### src/rtl/assert_macros.svh
// Assertion helpers shared by the RTL. They compile to nothing in synthesis.
`ifndef ASSERT_MACROS_SVH
`define ASSERT_MACROS_SVH

`ifndef SYNTHESIS

// The expression must hold at every clock edge outside reset.
`define ASSERT_ALWAYS(lbl, clk, rst_n, expr, msg) \
    lbl: assert property (@(posedge clk) disable iff (!rst_n) (expr)) else $error(msg);

// When the antecedent holds, the consequent must hold in the same cycle.
`define ASSERT_IMPLY(lbl, clk, rst_n, ante, cons, msg) \
    lbl: assert property (@(posedge clk) disable iff (!rst_n) (ante) |-> (cons)) \
        else $error(msg);

// When the antecedent holds, the consequent must hold in the next cycle.
`define ASSERT_NEXT(lbl, clk, rst_n, ante, cons, msg) \
    lbl: assert property (@(posedge clk) disable iff (!rst_n) (ante) |=> (cons)) \
        else $error(msg);

`else

`define ASSERT_ALWAYS(lbl, clk, rst_n, expr, msg)
`define ASSERT_IMPLY(lbl, clk, rst_n, ante, cons, msg)
`define ASSERT_NEXT(lbl, clk, rst_n, ante, cons, msg)

`endif

`endif

### src/rtl/pfd_pkg.sv
`default_nettype none

package pfd_pkg;

    // Result queue geometry.
    localparam int FIFO_DEPTH = 4;
    localparam int FIFO_AW    = $clog2(FIFO_DEPTH);
    localparam int CNT_W      = $clog2(FIFO_DEPTH + 1);

    // Field flag bits of the flags byte.
    localparam logic [3:0] FLAG_FLOW   = 4'h1;
    localparam logic [3:0] FLAG_URL    = 4'h2;
    localparam logic [3:0] FLAG_DOMAIN = 4'h4;
    localparam logic [3:0] FLAG_CUSTOM = 4'h8;

    localparam logic [1:0] FIELD_FLOW   = 2'd0;
    localparam logic [1:0] FIELD_URL    = 2'd1;
    localparam logic [1:0] FIELD_DOMAIN = 2'd2;
    localparam logic [1:0] FIELD_CUSTOM = 2'd3;

    typedef enum logic [2:0] {
        PH_FLAGS   = 3'd0,
        PH_SPARE   = 3'd1,
        PH_LEN_HI  = 3'd2,
        PH_LEN_LO  = 3'd3,
        PH_PAYLOAD = 3'd4,
        PH_TRAIL   = 3'd5
    } t_phase;

    typedef enum logic [1:0] {
        KIND_BYTE  = 2'd0,
        KIND_EMPTY = 2'd1,
        KIND_OK    = 2'd2,
        KIND_BAD   = 2'd3
    } t_kind;

    typedef struct packed {
        t_kind      kind;
        logic [1:0] field_id;
        logic [7:0] data;
        logic       field_end;
        logic       run_last;
    } t_result;

    // Results produced by one accepted request: up to a field result and a status.
    typedef struct packed {
        logic    a_valid;
        t_result a;
        logic    s_valid;
        t_result s;
    } t_push;

    typedef struct packed {
        logic [CNT_W-1:0] count;
    } t_fifo_status;

    typedef struct packed {
        t_phase phase;
    } t_step_status;

endpackage

`default_nettype wire

### src/rtl/pfd_step.sv
`default_nettype none

module pfd_step (
    input  wire logic                  i_clk,
    input  wire logic                  i_rst_n,
    input  wire logic                  i_accept,
    input  wire logic [7:0]            i_in_byte,
    input  wire logic                  i_last_byte,
    input  wire logic                  i_empty_value,
    output pfd_pkg::t_push             o_push,
    output pfd_pkg::t_step_status      o_status
);

    pfd_pkg::t_phase r_phase, n_phase;
    logic [3:0]      r_pending, n_pending;
    logic [1:0]      r_field, n_field;
    logic [7:0]      r_len_hi, n_len_hi;
    logic [15:0]     r_left, n_left;

    logic            nf_found;
    logic [1:0]      nf_field;
    logic [3:0]      nf_flags;
    logic [15:0]     left_dec;
    logic            a_valid;
    pfd_pkg::t_result a_res;
    pfd_pkg::t_result s_res;

    // Lowest pending flag picks the next field.
    always_comb begin
        nf_found = 1'b1;
        nf_field = pfd_pkg::FIELD_FLOW;
        nf_flags = r_pending;
        if ((r_pending & pfd_pkg::FLAG_FLOW) != 4'h0) begin
            nf_field = pfd_pkg::FIELD_FLOW;
            nf_flags = r_pending & ~pfd_pkg::FLAG_FLOW;
        end else if ((r_pending & pfd_pkg::FLAG_URL) != 4'h0) begin
            nf_field = pfd_pkg::FIELD_URL;
            nf_flags = r_pending & ~pfd_pkg::FLAG_URL;
        end else if ((r_pending & pfd_pkg::FLAG_DOMAIN) != 4'h0) begin
            nf_field = pfd_pkg::FIELD_DOMAIN;
            nf_flags = r_pending & ~pfd_pkg::FLAG_DOMAIN;
        end else if ((r_pending & pfd_pkg::FLAG_CUSTOM) != 4'h0) begin
            nf_field = pfd_pkg::FIELD_CUSTOM;
            nf_flags = r_pending & ~pfd_pkg::FLAG_CUSTOM;
        end else begin
            nf_found = 1'b0;
        end
    end

    assign left_dec = r_left - 16'd1;

    always_comb begin
        n_phase   = r_phase;
        n_pending = r_pending;
        n_field   = r_field;
        n_len_hi  = r_len_hi;
        n_left    = r_left;
        a_valid   = 1'b0;
        a_res     = '{kind: pfd_pkg::KIND_BYTE, field_id: r_field, data: 8'h00,
                      field_end: 1'b0, run_last: 1'b0};
        s_res     = '{kind: pfd_pkg::KIND_BAD, field_id: 2'd0, data: 8'h00,
                      field_end: 1'b0, run_last: 1'b1};

        unique case (r_phase)
            pfd_pkg::PH_FLAGS: begin
                n_pending = i_in_byte[3:0];
                n_phase   = pfd_pkg::PH_SPARE;
            end
            pfd_pkg::PH_SPARE: begin
                if (nf_found) begin
                    n_pending = nf_flags;
                    n_field   = nf_field;
                    n_phase   = pfd_pkg::PH_LEN_HI;
                end else begin
                    n_phase = pfd_pkg::PH_TRAIL;
                end
            end
            pfd_pkg::PH_LEN_HI: begin
                n_len_hi = i_in_byte;
                n_phase  = pfd_pkg::PH_LEN_LO;
            end
            pfd_pkg::PH_LEN_LO: begin
                if ({r_len_hi, i_in_byte} == 16'h0000) begin
                    a_valid    = 1'b1;
                    a_res.kind = pfd_pkg::KIND_EMPTY;
                    if (nf_found) begin
                        n_pending = nf_flags;
                        n_field   = nf_field;
                        n_phase   = pfd_pkg::PH_LEN_HI;
                    end else begin
                        n_phase = pfd_pkg::PH_TRAIL;
                    end
                end else begin
                    n_left  = {r_len_hi, i_in_byte};
                    n_phase = pfd_pkg::PH_PAYLOAD;
                end
            end
            pfd_pkg::PH_PAYLOAD: begin
                n_left          = left_dec;
                a_valid         = 1'b1;
                a_res.data      = i_in_byte;
                a_res.field_end = (left_dec == 16'h0000);
                if (left_dec == 16'h0000) begin
                    if (nf_found) begin
                        n_pending = nf_flags;
                        n_field   = nf_field;
                        n_phase   = pfd_pkg::PH_LEN_HI;
                    end else begin
                        n_phase = pfd_pkg::PH_TRAIL;
                    end
                end
            end
            default: begin
            end
        endcase

        // The status is judged on the phase this byte leaves behind.
        if (n_phase == pfd_pkg::PH_TRAIL) begin
            s_res.kind = pfd_pkg::KIND_OK;
        end
        a_res.run_last = !i_last_byte;

        if (i_empty_value) begin
            a_valid    = 1'b0;
            s_res.kind = pfd_pkg::KIND_BAD;
        end

        // End of value, either way, returns every state field to reset.
        if (i_empty_value || i_last_byte) begin
            n_phase   = pfd_pkg::PH_FLAGS;
            n_pending = 4'h0;
            n_field   = 2'd0;
            n_len_hi  = 8'h00;
            n_left    = 16'h0000;
        end
    end

    always_ff @(posedge i_clk) begin
        if (!i_rst_n) begin
            r_phase   <= pfd_pkg::PH_FLAGS;
            r_pending <= 4'h0;
            r_field   <= 2'd0;
            r_len_hi  <= 8'h00;
            r_left    <= 16'h0000;
        end else if (i_accept) begin
            r_phase   <= n_phase;
            r_pending <= n_pending;
            r_field   <= n_field;
            r_len_hi  <= n_len_hi;
            r_left    <= n_left;
        end
    end

    assign o_push.a_valid = i_accept && a_valid;
    assign o_push.a       = a_res;
    assign o_push.s_valid = i_accept && (i_empty_value || i_last_byte);
    assign o_push.s       = s_res;
    assign o_status.phase = r_phase;

endmodule

`default_nettype wire

### src/rtl/pfd_res_fifo.sv
`default_nettype none

module pfd_res_fifo (
    input  wire logic                  i_clk,
    input  wire logic                  i_rst_n,
    input  wire pfd_pkg::t_push        i_push,
    input  wire logic                  i_pop,
    output pfd_pkg::t_result           o_head,
    output pfd_pkg::t_fifo_status      o_status
);

    localparam int AW = pfd_pkg::FIFO_AW;
    localparam int CW = pfd_pkg::CNT_W;

    pfd_pkg::t_result r_mem [pfd_pkg::FIFO_DEPTH];
    logic [AW-1:0]    r_wptr, n_wptr;
    logic [AW-1:0]    r_rptr, n_rptr;
    logic [CW-1:0]    r_count, n_count;

    logic             wr0, wr1;
    pfd_pkg::t_result e0;
    logic [AW-1:0]    wptr1;
    logic [CW-1:0]    push_n;

    // A lone status goes into the first slot; with a field result it follows it.
    assign wr0    = i_push.a_valid || i_push.s_valid;
    assign wr1    = i_push.a_valid && i_push.s_valid;
    assign e0     = i_push.a_valid ? i_push.a : i_push.s;
    assign wptr1  = r_wptr + AW'(1);
    assign push_n = CW'(wr0) + CW'(wr1);

    always_comb begin
        n_wptr  = r_wptr + AW'(push_n);
        n_rptr  = i_pop ? r_rptr + AW'(1) : r_rptr;
        n_count = r_count + push_n - CW'(i_pop);
    end

    always_ff @(posedge i_clk) begin
        if (wr0) begin
            r_mem[r_wptr] <= e0;
        end
        if (wr1) begin
            r_mem[wptr1] <= i_push.s;
        end
    end

    always_ff @(posedge i_clk) begin
        if (!i_rst_n) begin
            r_wptr  <= '0;
            r_rptr  <= '0;
            r_count <= '0;
        end else begin
            r_wptr  <= n_wptr;
            r_rptr  <= n_rptr;
            r_count <= n_count;
        end
    end

    assign o_head         = r_mem[r_rptr];
    assign o_status.count = r_count;

endmodule

`default_nettype wire

### src/rtl/pfd_contents_decoder.sv
// Streaming decoder for a packet-detection contents value. Bytes of the value
// arrive one request at a time: a flags byte, a spare byte that is skipped, and
// then for each of flag bits 0 to 3 that is set (flow description, URL, domain
// name, custom content, in that order) a 16-bit big-endian length followed by
// that many payload bytes. Each payload byte leaves as a result tagged with its
// field, the last one of a field carrying field_end; a zero-length field gives
// one empty-field result. The request marked last_byte, or any request with
// empty_value set, also yields a status result, ok or malformed, after which
// the decoder is back in its reset state. On malformed the consumer should
// drop the bytes delivered for that value. The decoder takes one request per
// clock cycle while ready is high, and its results are registered. Most requests
// give zero or one result; a final byte that also carries a payload byte or an
// empty marker gives two, which leave one after the other through the single
// read port of the four-entry result queue. Input ready stays high while that
// queue holds two results or fewer. With an always-ready consumer the input
// never pauses at one request per cycle: every double result is preceded by at
// least three requests of its value that give no result, which drain the queue.

`default_nettype none

`include "assert_macros.svh"

module pfd_contents_decoder (
    input  wire logic       i_clk,
    input  wire logic       i_rst_n,
    // Input request channel.
    input  wire logic       i_valid,
    output logic            o_ready,
    input  wire logic [7:0] i_in_byte,
    input  wire logic       i_last_byte,
    input  wire logic       i_empty_value,
    // Result channel.
    output logic            o_valid,
    input  wire logic       i_ready,
    output logic [1:0]      o_result_kind,
    output logic [1:0]      o_field_id,
    output logic [7:0]      o_data_byte,
    output logic            o_field_end,
    output logic            o_run_last
);

    localparam int CW = pfd_pkg::CNT_W;

    pfd_pkg::t_push        push;
    pfd_pkg::t_step_status step_status;
    pfd_pkg::t_fifo_status fifo_status;
    pfd_pkg::t_result      head;
    logic                  in_accept;
    logic                  out_accept;

    // Room for two results is reserved before a request is taken, so the
    // queue can never overflow whatever the consumer does.
    assign o_ready    = fifo_status.count <= CW'(pfd_pkg::FIFO_DEPTH - 2);
    assign in_accept  = i_valid && o_ready;
    assign o_valid    = fifo_status.count != '0;
    assign out_accept = o_valid && i_ready;

    pfd_step u_step (
        .i_clk         (i_clk),
        .i_rst_n       (i_rst_n),
        .i_accept      (in_accept),
        .i_in_byte     (i_in_byte),
        .i_last_byte   (i_last_byte),
        .i_empty_value (i_empty_value),
        .o_push        (push),
        .o_status      (step_status)
    );

    pfd_res_fifo u_fifo (
        .i_clk    (i_clk),
        .i_rst_n  (i_rst_n),
        .i_push   (push),
        .i_pop    (out_accept),
        .o_head   (head),
        .o_status (fifo_status)
    );

    assign o_result_kind = head.kind;
    assign o_field_id    = head.field_id;
    assign o_data_byte   = head.data;
    assign o_field_end   = head.field_end;
    assign o_run_last    = head.run_last;

    // Checks on the decoder's own bookkeeping.
    `ASSERT_ALWAYS(a_fifo_bound, i_clk, i_rst_n, fifo_status.count <= CW'(pfd_pkg::FIFO_DEPTH), "result queue overflow")
    `ASSERT_IMPLY(a_status_last, i_clk, i_rst_n, o_valid && (head.kind == pfd_pkg::KIND_OK || head.kind == pfd_pkg::KIND_BAD), o_run_last, "status result without run_last")
    `ASSERT_IMPLY(a_end_on_byte, i_clk, i_rst_n, o_valid && o_field_end, head.kind == pfd_pkg::KIND_BYTE, "field_end on a non-payload result")
    `ASSERT_NEXT(a_value_reset, i_clk, i_rst_n, in_accept && (i_last_byte || i_empty_value), step_status.phase == pfd_pkg::PH_FLAGS, "decoder not back at flags after end of value")

endmodule

`default_nettype wire
### config.mk
export PLATFORM = sky130hd
export DESIGN_NAME = pfd_contents_decoder
export DESIGN_NICKNAME = d
export VERILOG_FILES = /design/src/rtl/pfd_pkg.sv /design/src/rtl/pfd_step.sv /design/src/rtl/pfd_res_fifo.sv /design/src/rtl/pfd_contents_decoder.sv
export VERILOG_INCLUDE_DIRS = /design/src /design/src/rtl
export SDC_FILE = /design/constraint.sdc
export NUM_CORES = 1
export LEC_CHECK = 0
export ABC_CLOCK_PERIOD_IN_PS = 3300
export BUFFER_PORTS_ARGS = -buffer_cell sky130_fd_sc_hd__buf_4
export CAP_MARGIN = 20
export CORE_UTILIZATION = 60
export DETAILED_ROUTE_END_ITERATION = 8
export PLACE_DENSITY = 0.9
export SYNTH_ARGS = -nofsm -noshare
export SYNTH_HDL_FRONTEND = slang
export SYNTH_SLANG_ARGS = --single-unit
### constraint.sdc
create_clock -name i_clk -period 3.3 [get_ports i_clk]
set_clock_uncertainty 0.05 [all_clocks]
set_input_delay 0.33 -clock i_clk [delete_from_list [all_inputs] [get_ports i_clk]]
set_output_delay 0.33 -clock i_clk [all_outputs]
set_load 0.03 [all_outputs]
==> results of run 1 <==
-- stage by stage --
stage | instance area [sq um] | utilization, % | std cells | setup slack, ns | hold slack, ns
5_1_grt | 5350 | 68.8 | 683 | 0.0523 | 0.198
4_1_cts | 5330 | 68.6 | 683 | 0.174 | 0.190
2_1_floorplan | 4850 | - | 555 | 0.139 | 0.370
3_3_place_gp | 5150 | 66.3 | 667 | 0.253 | 0.378
3_5_place_dp | 5150 | 66.3 | 667 | 0.159 | 0.386
6_report | 5350 | 68.8 | 683 | 0.175 | 0.187
-- area by class of cell --
class / instances / area (sq um)
inverter: 16 / 60.1
sequential: 98 / 2000
multi-input combinational: 409 / 2650
clock inverter: 7 / 61.3
fill: 585 / 2420
clock buffer: 9 / 124
timing repair buffer: 42 / 315
tap: 102 / 128
-- what timing repair did --
action                     4_1_cts  5_1_grt
setup endpoints to repair        0        5
gates resized for setup          0        3
hold buffers                     0        0
-- cell usage after synthesis (3+ instances only) --
library cell / number
dfxtp_1: 94
nand2_1: 81
nor2_1: 61
o21ai_0: 56
a21oi_1: 36
clkbuf_1: 23
inv_1: 15
mux4_2: 14
a22oi_1: 11
nor3_1: 9
and2_1: 8
ha_1: 8
o22a_1: 8
nand3_1: 7
nor4_1: 7
xnor2_1: 7
a211oi_1: 6
nand3b_1: 6
or3_1: 6
o32ai_1: 5
xor2_1: 5
and3_1: 4
edfxtp_1: 4
nand2b_1: 4
o31ai_1: 4
a31oi_1: 3
buf_2: 3
nand4_1: 3
o2111ai_1: 3
o21a_1: 3
or2_2: 3
-- registers in the layout (all words and copies together), names as in the netlist, named ones only --
register          count
u_fifo.r_rptr         2
u_step.r_len_hi       8
u_step.r_left        16
u_step.r_field        2
u_fifo.r_wptr         2
u_fifo.r_mem         56
u_step.o_status       3
u_step.r_pending      4
u_fifo.o_status       3
-- where the power goes --
| group | internal [uW] | switching (uW) |
|---|---|---|
| clock | 289 | 457 |
| combinational | 266 | 360 |
| sequential | 1270 | 62.8 |
| total | 1830 | 880 |
-- metal layers --
metal	up-vias	global-route usage [%]	part of all wire [%]
li1	2038	-	-
met1	2043	35.9	41
met2	193	50.3	50
met3	32	5.80	6.4
met4	0	13.0	2.5
met5	-	0	0
-- worst reg2reg max path: cells and delay by family, from the launching register on --
kind            cells  cell delay (ns)
compound gates      4             0.94
simple gates        3             0.90
flops               1             0.56
fa+ha+maj           1             0.30
buf+inv             1             0.11
-- kinds of logic (layout without fill, tap and decap cells) --
group           count (synthesis)  after routing
compound gates                153            153
xor+xnor                       13             13
fa+ha+maj                      10             10
buf+inv                        48             74
flops                          98             98
mux                            14             14
simple gates                  219            219
-- worst max-delay path by stage --
stage,from,endpoint
4_1_cts,u_step.r_left[0]$_SDFFE_PN0P_,u_fifo.r_mem[1][12]$_DFFE_PP_
6_report,u_step.r_left[1]$_SDFFE_PN0P_,u_fifo.r_mem[2][12]$_DFFE_PP_
5_1_grt,u_step.r_left[1]$_SDFFE_PN0P_,u_fifo.r_mem[2][12]$_DFFE_PP_
2_1_floorplan,u_fifo.o_status[1]$_SDFF_PN0_,u_fifo.o_status[2]$_SDFF_PN0_
3_5_place_dp,i_in_byte[7],u_fifo.o_status[2]$_SDFF_PN0_
3_3_place_gp,u_step.r_left[0]$_SDFFE_PN0P_,u_fifo.r_mem[0][12]$_DFFE_PP_
==> summary.md, run 1 <==
| Metric | Value |
|---|---|
| Status | `finished clean` |
| Total gr overflow | `0` |
| CTS tree | `done` |
| Tmin final | `3.12 ns` |
| Critical Path AT | `between 3 and 4 ns` |
| DRT antenna net count | `0` |
| Synth Flop Type | `dfxtp_1` |
| Die Y | `91.9 microns` |
| Final setup viols | `0` |
| WP data required | `3.36 ns` |
| Post-synth EDFFs | `4` |
| CP Depth | `9` |
| Synth area leader | `dfxtp_1` |
| Critical R2R Capture | `u_fifo.r_mem[2][12]$_DFFE_PP_` |
| Drt pass-1 iters | `6` |
| Xor/xnor share of the synthesized area | `2.50%` |
| Core area | `7770 sq um` |
| I/O Buffers | `29` |
| Hold endpoint | `u_step.r_len_hi[4]$_SDFFE_PN0P_` |
| Max-cap viol count | `0` |
| Clock tree buffer depth | `2` |
| Combinational family with the most area after synthesis | `simple AND/OR/NAND/NOR gates` |
| Post-Syn Area | `approximately 4900 sq um` |
| Clk sinks | `between 90 and 100` |
| Reg clk slew, reported paths | `0.11 ns` |
| Setup bufs post-CTS | `0` |
| RR Startpoint | `u_step.r_left[1]$_SDFFE_PN0P_` |
| Slew Viols, Final | `0` |
| Top cell type's share of synthesized area | `38.8%` |
| I/O pins | `30` |
| Worst-Margin Slew | `0.964 ns` |
| Chip Width | `91.9 microns` |
| Family with the most delay on the worst path | `compound AO/OA/AOI/OAI gates` |
| CP cell instances | `inv_1 > ha_1 > o41ai_1 > o2111ai_1 > nor3_2 > and2_4 > a21oi_2 > nor4b_4 > o32ai_1` |
| Number of global-route vias before repair | `4,119` |
| Max incr delay on CP | `0.56 ns` |
| Drt drc | `0` |
| Worst Hold Depth | `3` |
| Synth top area cells | `dfxtp_1, mux4_2, nand2_1` |
| Hold WC Path Type | `in2reg` |
| Mux cell area share after synthesis | `6.50%` |
| Power density cells | `506 nW/um^2` |
| Crit-path max FO | `10` |
| Crit end category | `register` |
| Total GRT Usage | `29.5%` |
| Setup slack, reg-to-reg | `between 0.15 and 0.2 ns` |
| Layout cells sized above 1 | `16.4%` |
| Starting density of the core | `a little over three fifths` |
| Post-synthesis adder-cell area fraction | `2.68%` |
| Max Freq | `between 300 and 400 MHz` |
| Post-Syn Area per Cell | `8.74 sq um` |
| Reg2reg path depth | `9` |
| Post-synth cell types | `68` |
| Final Cycle Share | `94.7%` |
| # rows | `32` |
| Rel. slew slack | `35.3%` |
| Commonest cells after routing, fill and taps aside | `dfxtp_1, nand2_1, nor2_1` |
| Cts bufs inserted | `9` |
| Vias after detailed routing | `4,306` |
| Full die area | `~8400 sq um` |
| VDD IR-drop max | `between 0.0002 and 0.00025 V` |
| Diode count | `0` |
| Skew-Pair Late Insertion Delay | `0.38 ns` |
| Vias/cell | `6.30` |
| Async SR Flop Fraction | `0%` |
| # nets final | `599` |
| Setup Crit Path Kind | `reg2reg` |
| P_leak | `0.00194 uW` |
| Initial DRC Count | `455` |
| CP Launch Type | `register` |
| Sum Neg Setup Slack | `0 ns` |
| RSZ-0062 raised after global routing | `false` |
| Pwr Total | `approximately 2700 uW` |
| Cell count after synthesis | `approximately 560` |
| HPWL Detailed | `between 8 and 9 mm` |
| Hold Crit Start | `i_in_byte[4]` |
| Most common cell after layout, fill and taps aside | `dfxtp_1` |
| Highest-delay cell along the critical path | `dfxtp_1` |
| Post-synthesis sequential area ratio | `41.3%` |
| First-pass GRT wire length | `~20 mm` |
| Area growth, synth to finish | `10.2%` |
| H-tree levels | `3` |
| Synth Area in Compound Gates | `19.7%` |
| #FFs+latches synth | `98` |
| Count of final hold-check violations | `0` |
| Synth Area in Simple Gates | `23.1%` |
| Yosys warns | `0` |
| Clock Tree Root | `clkbuf_8` |
| Largest net degree at the start of global routing | `36` |
| CP Buf/Inv Count | `1` |
| Syn Nets | `slightly below 600` |
| Drt total wl | `11.8 mm` |
| Initial antenna violation count | `0` |
| Routed len/inst | `about 17 microns` |
| Gpl congestion | `1.03` |
Note: power is estimated with default switching activity, not from simulation.
==> run 2, diff against run 1 <==
--- a/config.mk
+++ b/config.mk
@@ -6,6 +6,7 @@
 export SDC_FILE = /design/constraint.sdc
 export NUM_CORES = 1
 export LEC_CHECK = 0
+export ABC_AREA = 1
 export ABC_CLOCK_PERIOD_IN_PS = 3300
 export BUFFER_PORTS_ARGS = -buffer_cell sky130_fd_sc_hd__buf_4
 export CAP_MARGIN = 20
==> run 2 against run 1 <==
  * Clock-buffer cell count is the same
  * Die area up 3.7%
  * Via count is 15% higher
  * First-iteration DRC count shrank 9.2%
  * Synthesized cell count increased by 33%
  * Worst hold slack got worse by 0.058 ns
  * Largest cell class unchanged
  * Largest power group unchanged
==> summary.md, run 2 <==
| Metric | Value |
|---|---|
| RSZ-0062 raised after global routing | `false` |
| Clock Tree Root | `clkbuf_8` |
| I/O pins | `30` |
| Top cell type's share of synthesized area | `37.4%` |
| Clock tree buffer depth | `2` |
| Diode count | `0` |
| Post-Syn Area | `5040 sq um` |
| Commonest cells post-synth | `nand2_1, inv_1, dfxtp_1` |
| Count of final hold-check violations | `0` |
| Max reg flops | `56` |
| Synth Flop Type | `dfxtp_1` |
| Worst-Margin Slew | `between 1 and 1.5 ns` |
| H-tree levels | `3` |
| Worst Hold Depth | `2` |
| Post-CTS Resized | `0` |
| Setup bufs post-CTS | `0` |
| Core area | `8180 sq um` |
| Chip Width | `93.6 microns` |
| Synth top area cells | `dfxtp_1, nand2_1, inv_1` |
| DRT antenna net count | `0` |
| HPWL Detailed | `9.31 mm` |
| Cts bufs inserted | `9` |
| Routed len/inst | `15.0 microns` |
| Drt total wl | `~13 mm` |
| Reg2reg path depth | `15` |
| Vias after detailed routing | `~5,000` |
| Power density cells | `654 nW/um^2` |
| First-pass GRT wire length | `about 21 mm` |
| Sum Neg Setup Slack | `0 ns` |
| Placement Setup Slack | `roughly 0.37 ns` |
| Reg with most FFs | `u_fifo.r_mem` |
| Crit end category | `register` |
| Initial DRC Count | `413` |
| Area growth, synth to finish | `9.96%` |
| Status | `finished clean` |
| Gpl congestion | `between 0.9 and 1` |
| Vias/cell | `5.70` |
| Slew Viols, Final | `0` |
| RR Startpoint | `u_step.o_status[0]$_SDFFE_PN0P_` |
| Post-synth EDFFs | `4` |
| Hold WC Path Type | `in2reg` |
| Full die area | `8760 sq um` |
| CTS tree | `done` |
| Critical R2R Capture | `u_fifo.o_status[2]$_SDFF_PN0_` |
| Yosys warns | `0` |
| Reg clk slew, reported paths | `0.11 ns` |
| Synth area leader | `dfxtp_1` |
| Drt drc | `0` |
| Cell count after synthesis | `736` |
| Initial antenna violation count | `0` |
| Final setup viols | `0` |
| # nets final | `just under 800` |
| Starting density of the core | `61.6%` |
| Rel. slew slack | `31.0%` |
| Hold endpoint | `u_fifo.r_mem[3][0]$_SDFFE_PP1P_` |
| Most frequent cell after synthesis | `nand2_1` |
| Final Cycle Share | `85.3%` |
| Number of global-route vias before repair | `4,575` |
| Post-Syn Area per Cell | `between 6 and 7 sq um` |
| Post-CTS Hold Fix Bufs | `0` |
| Post-synthesis sequential area ratio | `39.8%` |
| Crit-path max FO | `5` |
| Syn Nets | `759` |
| Largest registers | `u_fifo.r_mem: 56 flops, u_step.r_left: 16 flops, u_step.r_len_hi: 8 flops` |
| Hold Crit Start | `i_last_byte` |
| I/O Buffers | `29` |
| Die Y | `93.6 microns` |
| Clk sinks | `98` |
| PnR worst setup slack | `0.484 ns` |
| Post-synth cell types | `43` |
| Max Freq | `about 360 MHz` |
| Commonest cells after routing, fill and taps aside | `nand2_1, inv_1, dfxtp_1` |
| Tmin final | `around 2.8 ns` |
| Hold Slack | `approximately 0.13 ns` |
| Total GRT Usage | `a little under a third` |
| Async SR Flop Fraction | `0%` |
| P_leak | `0.00236 uW` |
| Layout cells sized above 1 | `between 10% and 20%` |
| WP data required | `3.47 ns` |
| #FFs+latches synth | `98` |
| Largest net degree at the start of global routing | `40` |
| Max-cap viol count | `0` |
| Skew-Pair Late Insertion Delay | `0.37 ns` |
| Most common cell after layout, fill and taps aside | `nand2_1` |
| Drt pass-1 iters | `5` |
| # rows | `33` |
| CP Launch Type | `register` |
| Critical Path AT | `2.99 ns` |
| Setup Crit Path Kind | `reg2reg` |
| Total gr overflow | `0` |
| VDD IR-drop max | `roughly 0.00026 V` |
| Fillers | `722` |
| Setup slack, reg-to-reg | `0.48 ns` |
| Post-layout util | `67.7%` |
## run 2: how the worst max path moves through the flow
stage / start / endpoint / slack (ns) / depth (start not counted)
floorplan: u_fifo.o_status[1]$_SDFF_PN0_ / u_fifo.o_status[2]$_SDFF_PN0_ / 0.36 / 12
global placement: i_in_byte[7] / u_fifo.o_status[2]$_SDFF_PN0_ / 0.39 / 14
detailed placement: i_in_byte[7] / u_fifo.o_status[2]$_SDFF_PN0_ / 0.37 / 14
CTS: u_step.o_status[0]$_SDFFE_PN0P_ / u_fifo.o_status[2]$_SDFF_PN0_ / 0.50 / 15
global route: u_step.o_status[0]$_SDFFE_PN0P_ / u_fifo.r_mem[3][9]$_SDFFE_PP0P_ / 0.13 / 15
finish: u_step.o_status[0]$_SDFFE_PN0P_ / u_fifo.o_status[2]$_SDFF_PN0_ / 0.48 / 15
## run 2: cells by family after synthesis
kind of cell             count (synthesis)  share of synthesized area, %
AO/OA/AOI/OAI                          181                          20.4
buffers and inverters                  134                          10.1
AND/OR/NAND/NOR                        311                          26.9
XOR/XNOR                                 3                         0.522
adder cells (fa/ha/maj)                  9                          2.39
flip-flops                              98                          39.8
## run 2: area by class of cell
cell class	instances	area (sq um)	share of cell area, %
multi-input cells	504	2520	45.6
inverters	108	405	7.32
clock inverters	7	65.1	1.17
repair buffers	38	285	5.15
flip-flops and latches	98	2000	36.2
clock buffers	9	124	2.24
well taps	105	131	2.37
## run 2: power by group
part           switching (uW)  internal (uW)  total [uW]
registers                 115           1420        1530
logic                     860            467        1330
clock network             467            296         763
total                    1440           2180        3620
## run 2: through the flow
step           cells  cell area (sq um)  total power [uW]
3_3_place_gp     853               5350              2800
4_1_cts          869               5540              3620
2_1_floorplan    736               5040              2510
3_5_place_dp     853               5350              2860
6_report         869               5540              3620
5_1_grt          869               5540              3850
## run 2: critical path, cell delays in order, from the launching register on
cell and delay (ns):
dfxtp_1 0.40, inv_2 0.06, nor2_1 0.18, inv_2 0.06
nor2_1 0.21, nand3_1 0.17, nand2_1 0.11, nand2_2 0.06
inv_1 0.13, ha_1 0.18, inv_1 0.07, ha_1 0.30
fa_1 0.43, xor2_1 0.17, inv_1 0.06, nor2_1 0.03
## run 2: layer usage
| metal | vias up | global-route usage, % | part of all wire [%] |
|---|---|---|---|
| li1 | 2471 | - | - |
| met4 | 0 | 11.8 | 1.8 |
| met2 | 206 | 53.6 | 48 |
| met3 | 23 | 4.15 | 6.9 |
| met1 | 2253 | 39.1 | 44 |
| met5 | - | 0 | 0 |
